**config.mk**
```make
export PLATFORM = sky130hd
export DESIGN_NAME = bwph_front
export DESIGN_NICKNAME = d
export VERILOG_FILES = /design/src/sv/bwph_pkg.sv /design/src/sv/bwph_ram.sv /design/src/sv/bwph_front.sv
export SDC_FILE = /design/constraint.sdc
export NUM_CORES = 2
export LEC_CHECK = 0
export BUFFER_PORTS_ARGS = -buffer_cell sky130_fd_sc_hd__buf_2
export CAP_MARGIN = 10
export CELL_PAD_IN_SITES_DETAIL_PLACEMENT = 1
export CELL_PAD_IN_SITES_GLOBAL_PLACEMENT = 2
export CORE_AREA = 5 5 428 430
export CTS_BUF_LIST = sky130_fd_sc_hd__clkbuf_4 sky130_fd_sc_hd__clkbuf_8
export DETAILED_ROUTE_END_ITERATION = 7
export DIE_AREA = 0 0 433 435
export PLACE_DENSITY = 0.84
export SETUP_SLACK_MARGIN = 0.02
export SLEW_MARGIN = 20
export SYNTH_ARGS = -nofsm -noshare
export SYNTH_HDL_FRONTEND = slang
export SYNTH_SLANG_ARGS = --single-unit
```
**constraint.sdc**
```tcl
create_clock -name clk -period 52.6 [get_ports clk]
set_clock_uncertainty 0.1 [all_clocks]
set_input_delay 2.63 -clock clk [delete_from_list [all_inputs] [get_ports clk]]
set_output_delay 2.63 -clock clk [all_outputs]
set_load 0.1 [all_outputs]
```
**src/sv/bwph_pkg.sv**
```systemverilog
// Package for the binary window pattern histogram: types, constants.
// No dependencies.
package bwph_pkg;
	localparam int MAX_WIDTH  = 1024;
	localparam int MAX_HEIGHT = 1024;
	localparam int MAX_GRAM   = 3;
	localparam int KEY_W      = MAX_GRAM * MAX_GRAM;
	localparam int NBINS      = 1 << KEY_W;
	localparam int COL_W      = $clog2(MAX_WIDTH);
	localparam int ROW_W      = $clog2(MAX_HEIGHT);
	localparam int CNT_W      = 21;
	localparam int CFG_W      = 11;
	localparam int QDEPTH     = 4;
	localparam logic [CNT_W-1:0] CNT_MAX = '1;

	localparam logic [1:0] REG_WIDTH  = 2'd0;
	localparam logic [1:0] REG_HEIGHT = 2'd1;
	localparam logic [1:0] REG_GRAM   = 2'd2;

	localparam logic ACT_PUSH = 1'b0;
	localparam logic ACT_READ = 1'b1;

	typedef struct packed {
		logic action;
		logic pixel;
	} in_item_t;

	typedef struct packed {
		logic [8:0]       pattern;
		logic [CNT_W-1:0] occurrences;
		logic             last;
	} out_item_t;

	// command from the front part to the histogram engine
	typedef struct packed {
		logic             is_read;
		logic             count;
		logic [KEY_W-1:0] key;
	} cmd_t;
endpackage

```
**src/sv/bwph_ram.sv**
```systemverilog
// Generic single-port-write, single-port-read RAM with registered read.
// No dependencies.
module bwph_ram #(
	parameter int WIDTH = 8,
	parameter int DEPTH = 16
) (
	input  logic                     clk,
	input  logic                     we,
	input  logic [$clog2(DEPTH)-1:0] waddr,
	input  logic [WIDTH-1:0]         wdata,
	input  logic [$clog2(DEPTH)-1:0] raddr,
	output logic [WIDTH-1:0]         rdata
);
	logic [WIDTH-1:0] mem_q [DEPTH];

	always_ff @(posedge clk) begin
		if (we)
			mem_q[waddr] <= wdata;
		rdata <= mem_q[raddr];
	end
endmodule

```
**src/sv/bwph_front.sv**
```systemverilog
// Front part: raster position, line store, window register; issues commands.
// Depends on bwph_pkg and bwph_ram.
module bwph_front import bwph_pkg::*; (
	input  logic             clk,
	input  logic             arst_n,
	input  logic             in_valid,
	input  in_item_t         in_item,
	input  logic [CFG_W-1:0] width_cfg,
	input  logic [CFG_W-1:0] height_cfg,
	input  logic [1:0]       gram_cfg,
	output logic             cmd_valid,
	output cmd_t             cmd
);
	// stage 0: position and line-store read
	logic [COL_W-1:0] col_q;
	logic [ROW_W-1:0] row_q;
	logic [COL_W:0]   w_eff;
	logic [ROW_W:0]   h_eff;
	logic [1:0]       n_eff;
	logic [COL_W-1:0] col_c, col_nx;
	logic [ROW_W-1:0] row_c, row_nx;
	logic [ROW_W:0]   row_t;

	always_comb begin
		w_eff = (width_cfg == '0) ? (COL_W+1)'(1) :
			(width_cfg > CFG_W'(MAX_WIDTH)) ? (COL_W+1)'(MAX_WIDTH) : width_cfg[COL_W:0];
		h_eff = (height_cfg == '0) ? (ROW_W+1)'(1) :
			(height_cfg > CFG_W'(MAX_HEIGHT)) ? (ROW_W+1)'(MAX_HEIGHT) : height_cfg[ROW_W:0];
		n_eff = (gram_cfg == 2'd0) ? 2'd1 : gram_cfg;
		col_c = col_q;
		row_t = {1'b0, row_q};
		if ({1'b0, col_q} >= w_eff) begin
			col_c = '0;
			row_t = row_t + 1'b1;
		end
		if (row_t >= h_eff)
			row_t = '0;
		row_c = row_t[ROW_W-1:0];
		col_nx = col_c + 1'b1;
		row_nx = row_c;
		if ({1'b0, col_c} + 1'b1 >= w_eff) begin
			col_nx = '0;
			row_t = {1'b0, row_c} + 1'b1;
			row_nx = (row_t >= h_eff) ? '0 : row_t[ROW_W-1:0];
		end
	end

	logic             v_s1, px_s1, rd_s1, win_s1;
	logic [COL_W-1:0] col_s1;
	logic [1:0]       n_s1;
	logic [MAX_GRAM-1:0] rdata;

	// line store: read in stage 0, written in stage 1; bypass same column
	logic [COL_W:0]   fill_cnt_q;
	logic [MAX_GRAM-1:0] word_s1, wr_word_q;
	logic [COL_W-1:0] wr_col_q;
	logic             wr_v_q;

	bwph_ram #(.WIDTH(MAX_GRAM), .DEPTH(MAX_WIDTH)) u_line (
		.clk(clk), .we(v_s1), .waddr(col_s1), .wdata(word_s1),
		.raddr(col_c), .rdata(rdata)
	);

	// fill_cnt marks columns written since reset; others read as zero
	logic [MAX_GRAM-1:0] old_word, mask;
	always_comb begin
		old_word = ({1'b0, col_s1} < fill_cnt_q) ? rdata : '0;
		if (wr_v_q && wr_col_q == col_s1)
			old_word = wr_word_q;
		mask = MAX_GRAM'((1 << n_s1) - 1);
		word_s1 = {old_word[MAX_GRAM-2:0], px_s1} & mask;
	end

	always_ff @(posedge clk or negedge arst_n) begin
		if (!arst_n) begin
			col_q <= '0;
			row_q <= '0;
			v_s1 <= 1'b0;
			rd_s1 <= 1'b0;
			fill_cnt_q <= '0;
			wr_v_q <= 1'b0;
		end else begin
			v_s1 <= in_valid && in_item.action == ACT_PUSH;
			rd_s1 <= in_valid && in_item.action == ACT_READ;
			wr_v_q <= v_s1;
			if (in_valid && in_item.action == ACT_PUSH) begin
				col_q <= col_nx;
				row_q <= row_nx;
			end
			if (v_s1 && {1'b0, col_s1} == fill_cnt_q && fill_cnt_q != (COL_W+1)'(MAX_WIDTH))
				fill_cnt_q <= fill_cnt_q + 1'b1;
		end
	end

	always_ff @(posedge clk) begin
		col_s1 <= col_c;
		px_s1 <= in_item.pixel;
		n_s1 <= n_eff;
		win_s1 <= ({1'b0, row_c} + 1'b1 >= (ROW_W+1)'(n_eff)) &&
			({1'b0, col_c} + 1'b1 >= (COL_W+1)'(n_eff));
		wr_word_q <= word_s1;
		wr_col_q <= col_s1;
	end

	// window register and command issue
	logic [KEY_W-1:0] win_q, win_nx;
	always_comb begin
		unique case (n_s1)
			2'd3:    win_nx = {win_q[KEY_W-4:0], word_s1};
			2'd2:    win_nx = KEY_W'({win_q[1:0], word_s1[1:0]});
			default: win_nx = KEY_W'(word_s1[0]);
		endcase
	end

	always_ff @(posedge clk or negedge arst_n) begin
		if (!arst_n) begin
			win_q <= '0;
		end else begin
			if (v_s1)
				win_q <= win_nx;
		end
	end

	assign cmd_valid   = v_s1 | rd_s1;
	assign cmd.is_read = rd_s1;
	assign cmd.count   = v_s1 & win_s1;
	assign cmd.key     = win_nx;
endmodule

```
==> impl_table.tex <==
\begin{tabular}{lr}
\hline
Metric & Value \\
\hline
\multicolumn{2}{l}{\textbf{Global route}} \\
\quad Initial antenna violation count & 24 \\
\quad Via count of the first global-routing pass & about 65000 \\
\quad Pin count of the biggest net entering global routing & roughly 230 \\
\quad Total routing usage reported by global routing & 0.348 \\
\quad Global-route wire length before repair & between 400000 and 500000 µm \\
\quad Grt ovf & 0 \\
\multicolumn{2}{l}{\textbf{Synth}} \\
\quad Synthesis-stage register bit count & approximately 2100 \\
\quad Async set-or-reset flop fraction in the synthesized netlist & 0.0189 \\
\quad Netlist area before placement & between 90000 and 100000 µm² \\
\quad Sequential area share after synthesis & 0.697 \\
\quad Mean Syn Cell Area & roughly 13 µm² \\
\quad Number of enable flip-flop cells after synthesis & approximately 2000 \\
\quad Yosys synthesis warning count & 0 \\
\quad Post-synthesis cell count & about 6800 \\
\quad Synth Net Count & 6879 \\
\quad Unique cell type count in the Yosys netlist & 97 \\
\quad Main synth FF type & sky130\_fd\_sc\_hd\_\_edfxtp\_1 \\
\multicolumn{2}{l}{\textbf{Pwr}} \\
\quad Total power divided by cell area & $\sim$50 nW/µm² \\
\quad Reported leakage power & roughly 32 nW \\
\quad Power consumption & around 0.005 W \\
\quad IR drop worst, VDD & 0.0000371 V \\
\multicolumn{2}{l}{\textbf{Route}} \\
\quad Vias after detailed routing & approximately 64000 \\
\quad Drt initial violations & $\sim$8700 \\
\quad Wire per inst & roughly 35 µm \\
\quad Count of nets left with antenna violations after detail routing & 0 \\
\quad Detail-routed via count per cell & approximately 6.7 \\
\quad Total DRC errors in the routed layout & 0 \\
\quad Total wire length after detailed routing & about 330000 µm \\
\quad First-pass iteration count of the detailed router & 8 \\
\multicolumn{2}{l}{\textbf{Job}} \\
\quad Number of max-cap violations & 0 \\
\multicolumn{2}{l}{\textbf{Finish}} \\
\quad Commonest non-fill, non-tap cell in the layout & sky130\_fd\_sc\_hd\_\_edfxtp\_1 \\
\quad Area grow syn2layout & 10.8\% \\
\quad Filler cell count in the final layout & 17503 \\
\quad Area occupied by registers & roughly 63000 µm² \\
\quad Fraction of final layout cells with drive strength greater than 1 & 0.144 \\
\quad Total Nets Final & $\sim$6900 \\
\quad Area taken by multi-input logic gates & approximately 25000 µm² \\
\quad Final Cell Area & about 100000 µm² \\
\quad Most used cells in the layout excluding fill and tap cells & sky130\_fd\_sc\_hd\_\_edfxtp\_1 (2048), sky130\_fd\_sc\_hd\_\_nor2\_1 (1288), sky130\_fd\_sc\_hd\_\_mux2i\_1 (390) \\
\multicolumn{2}{l}{\textbf{Worst setup path}} \\
\quad Number of cell instances on the worst register-to-register path & 29 \\
\quad Capture instance of the worst register-to-register path & row\_q[6]\$\_DFFE\_PN0P\_ \\
\quad Worst setup path class & input pin to flop \\
\quad Delay contributed by the slowest stage of the critical path & a little over 0.6 ns \\
\quad Dominant cell type by count on the critical path & sky130\_fd\_sc\_hd\_\_a21oi\_1 \\
\quad Startpoint kind of the worst setup timing path & input pin \\
\quad Worst endpoint data arrival time & $\sim$11 ns \\
\quad WP data required & about 53 ns \\
\quad Crit-path max FO & 43 \\
\quad Flop-to-flop setup slack & around 43 ns \\
\quad Destination of the critical timing path & row\_q[6]\$\_DFFE\_PN0P\_ \\
\quad Beginning of the critical path & width\_cfg[10] \\
\quad Cell type of the slowest stage on the worst timing path & sky130\_fd\_sc\_hd\_\_nand2\_4 \\
\quad Origin of the critical flop-to-flop path & col\_q[8]\$\_DFFE\_PN0P\_ \\
\quad Type of destination of the critical path & flop \\
\multicolumn{2}{l}{\textbf{STA}} \\
\quad Final worst path period need & $\sim$11 ns \\
\quad Top achievable clock speed & $\sim$95 MHz \\
\quad Setup repair after global routing missed its margin & no \\
\quad Setup tns final & 0 ns \\
\quad Setup Viol. Count Final & 0 \\
\quad Remaining max-slew budget at the tightest pin & 0.0337 \\
\quad Fraction of the cycle the final worst path needs & 0.200 \\
\quad Transition time of the tightest slew-check pin & 1.45 ns \\
\quad Hold violation total from the final report & 0 \\
\quad Final Slew Violations & 0 \\
\multicolumn{2}{l}{\textbf{Clocking}} \\
\quad Clock tree from TritonCTS & done \\
\quad H-tree depth & 5 \\
\quad CTS Buf Count & 368 \\
\quad Later-pin clock latency in the skew report & approximately 1.1 ns \\
\quad Max clock buf depth & 4 \\
\quad Count of clock tree sinks & 2116 \\
\quad Hold bufs inserted after CTS & 0 \\
\quad Cells resized by post-CTS repair & 0 \\
\quad Clock Root Buffer & sky130\_fd\_sc\_hd\_\_clkbuf\_8 \\
\quad Post-CTS setup-driven buffer insertion count & 0 \\
\quad Clock transition at the registers of the reported paths & about 0.060 ns \\
\multicolumn{2}{l}{\textbf{Placement}} \\
\quad Post-place instance area & roughly 93000 µm² \\
\quad Number of port buffers & 40 \\
\quad Final HPWL from detailed placement & 192000 µm \\
\quad Final Wtd Congestion & between 0.8 and 0.9 \\
\multicolumn{2}{l}{\textbf{Die}} \\
\quad Overall die area & 188000 µm² \\
\quad Number of core rows & roughly 160 \\
\quad Top-level port count & 41 \\
\quad Die height & 435 µm \\
\quad Chip Width & between 400 and 500 µm \\
\quad Effective utilization at floorplan & 0.504 \\
\quad Core area & 179000 µm² \\
\multicolumn{2}{l}{\textbf{Run status}} \\
\quad Run status & completed \\
\multicolumn{2}{l}{\textbf{Worst hold path}} \\
\quad Path class of the lowest-slack min-delay path & flop to flop \\
\hline
\end{tabular}
-- report_power, final --
group          internal [W]  switching (W)
combinational      0.000389        0.00112
sequential          0.00201      0.0000364
clock              0.000765       0.000673
-- cell type report --
class | count | share of cell area
Sequential cell | 2116 | 0.629
Multi-Input combinational cell | 4053 | 0.251
Clock buffer | 494 | 0.0608
Tap cell | 2370 | 0.0296
Timing Repair Buffer | 256 | 0.0196
Clock inverter | 131 | 0.00682
Inverter | 59 | 0.00232
Antenna cell | 11 | 0.000275
-- state kept, by name, indices dropped and copies added (netlist names) --
name and count:
v_s1 1, wr_col_q 10, win_q 6, wr_word_q 2
u_line.rdata 2, fill_cnt_q 11, wr_v_q 1, u_line.mem_q 2048
row_q 10, col_s1 10, rd_s1 1, px_s1 1
win_s1 1, col_q 10, n_s1 2
-- metal layers --
layer	up-vias	wire, µm	track usage
li1	25923	-	-
met1	32899	122000	0.454
met2	4142	150000	0.532
met3	1016	40100	0.0941
met4	14	21000	0.188
met5	-	115	0
-- critical path, delay by kind of cell --
family / cells / cell delay, ns
buf+inv: 3 / 0.92
compound gates: 15 / 3.40
xor+xnor: 1 / 0.43
simple gates: 9 / 2.73
fa+ha+maj: 4 / 1.24
-- cells by family after synthesis --
family          share of synthesized area
xor+xnor                          0.00405
compound gates                     0.0986
fa+ha+maj                         0.00844
buf+inv                            0.0285
mux                                0.0638
simple gates                       0.0996
flops                               0.697
-- cell usage after synthesis (26+ instances only) --
cell / count / area share
sky130_fd_sc_hd__nand3_1: 135 / 0.0075
sky130_fd_sc_hd__o22ai_1: 104 / 0.0072
sky130_fd_sc_hd__a31oi_1: 81 / 0.0056
sky130_fd_sc_hd__nand2_1: 381 / 0.016
sky130_fd_sc_hd__edfxtp_1: 2048 / 0.68
sky130_fd_sc_hd__mux4_2: 38 / 0.0095
sky130_fd_sc_hd__mux2i_1: 390 / 0.043
sky130_fd_sc_hd__mux2_2: 90 / 0.011
sky130_fd_sc_hd__nand4_1: 44 / 0.0030
sky130_fd_sc_hd__ha_1: 61 / 0.0084
sky130_fd_sc_hd__a221oi_1: 66 / 0.0064
sky130_fd_sc_hd__a21oi_1: 291 / 0.016
sky130_fd_sc_hd__o221ai_1: 90 / 0.0087
sky130_fd_sc_hd__a22oi_1: 50 / 0.0041
sky130_fd_sc_hd__a311oi_1: 28 / 0.0027
sky130_fd_sc_hd__dfrtp_1: 40 / 0.011
sky130_fd_sc_hd__nor2b_1: 39 / 0.0027
sky130_fd_sc_hd__buf_2: 149 / 0.0082
sky130_fd_sc_hd__a211oi_1: 97 / 0.0080
sky130_fd_sc_hd__buf_1: 118 / 0.0049
sky130_fd_sc_hd__and3_1: 50 / 0.0035
sky130_fd_sc_hd__xnor2_1: 34 / 0.0033
sky130_fd_sc_hd__inv_1: 52 / 0.0022
sky130_fd_sc_hd__nor4_1: 26 / 0.0018
sky130_fd_sc_hd__clkbuf_1: 282 / 0.012
sky130_fd_sc_hd__nor3_1: 70 / 0.0039
sky130_fd_sc_hd__nor2_1: 1290 / 0.054
sky130_fd_sc_hd__o211ai_1: 63 / 0.0052
sky130_fd_sc_hd__dfxtp_1: 28 / 0.0062
sky130_fd_sc_hd__o21ai_0: 197 / 0.011
-- worst min-delay path by stage --
stage                         startpoint                   endpoint  slack (ns)  cells past startpoint
2_1_floorplan          col_s1[7]$_DFF_P_        wr_col_q[7]$_DFF_P_        0.25                      0
3_3_place_gp   fill_cnt_q[3]$_DFFE_PN0P_  fill_cnt_q[3]$_DFFE_PN0P_        0.36                      1
3_5_place_dp   fill_cnt_q[9]$_DFFE_PN0P_  fill_cnt_q[9]$_DFFE_PN0P_        0.37                      1
4_1_cts        fill_cnt_q[9]$_DFFE_PN0P_  fill_cnt_q[9]$_DFFE_PN0P_        0.39                      1
5_1_grt        fill_cnt_q[9]$_DFFE_PN0P_  fill_cnt_q[9]$_DFFE_PN0P_        0.41                      1
6_report       fill_cnt_q[9]$_DFFE_PN0P_  fill_cnt_q[9]$_DFFE_PN0P_        0.38                      1
-- stage by stage --
step	setup WS (ns)	util	cells	hold WS, ns
2_1_floorplan	20.41	-	6789	0.254
3_3_place_gp	41.13	0.520	8852	0.364
3_5_place_dp	41.07	0.521	8853	0.372
4_1_cts	42.16	0.558	9478	0.388
5_1_grt	41.56	0.559	9481	0.412
6_report	42.06	0.559	9490	0.384
Note: power is estimated with default switching activity, not from simulation.
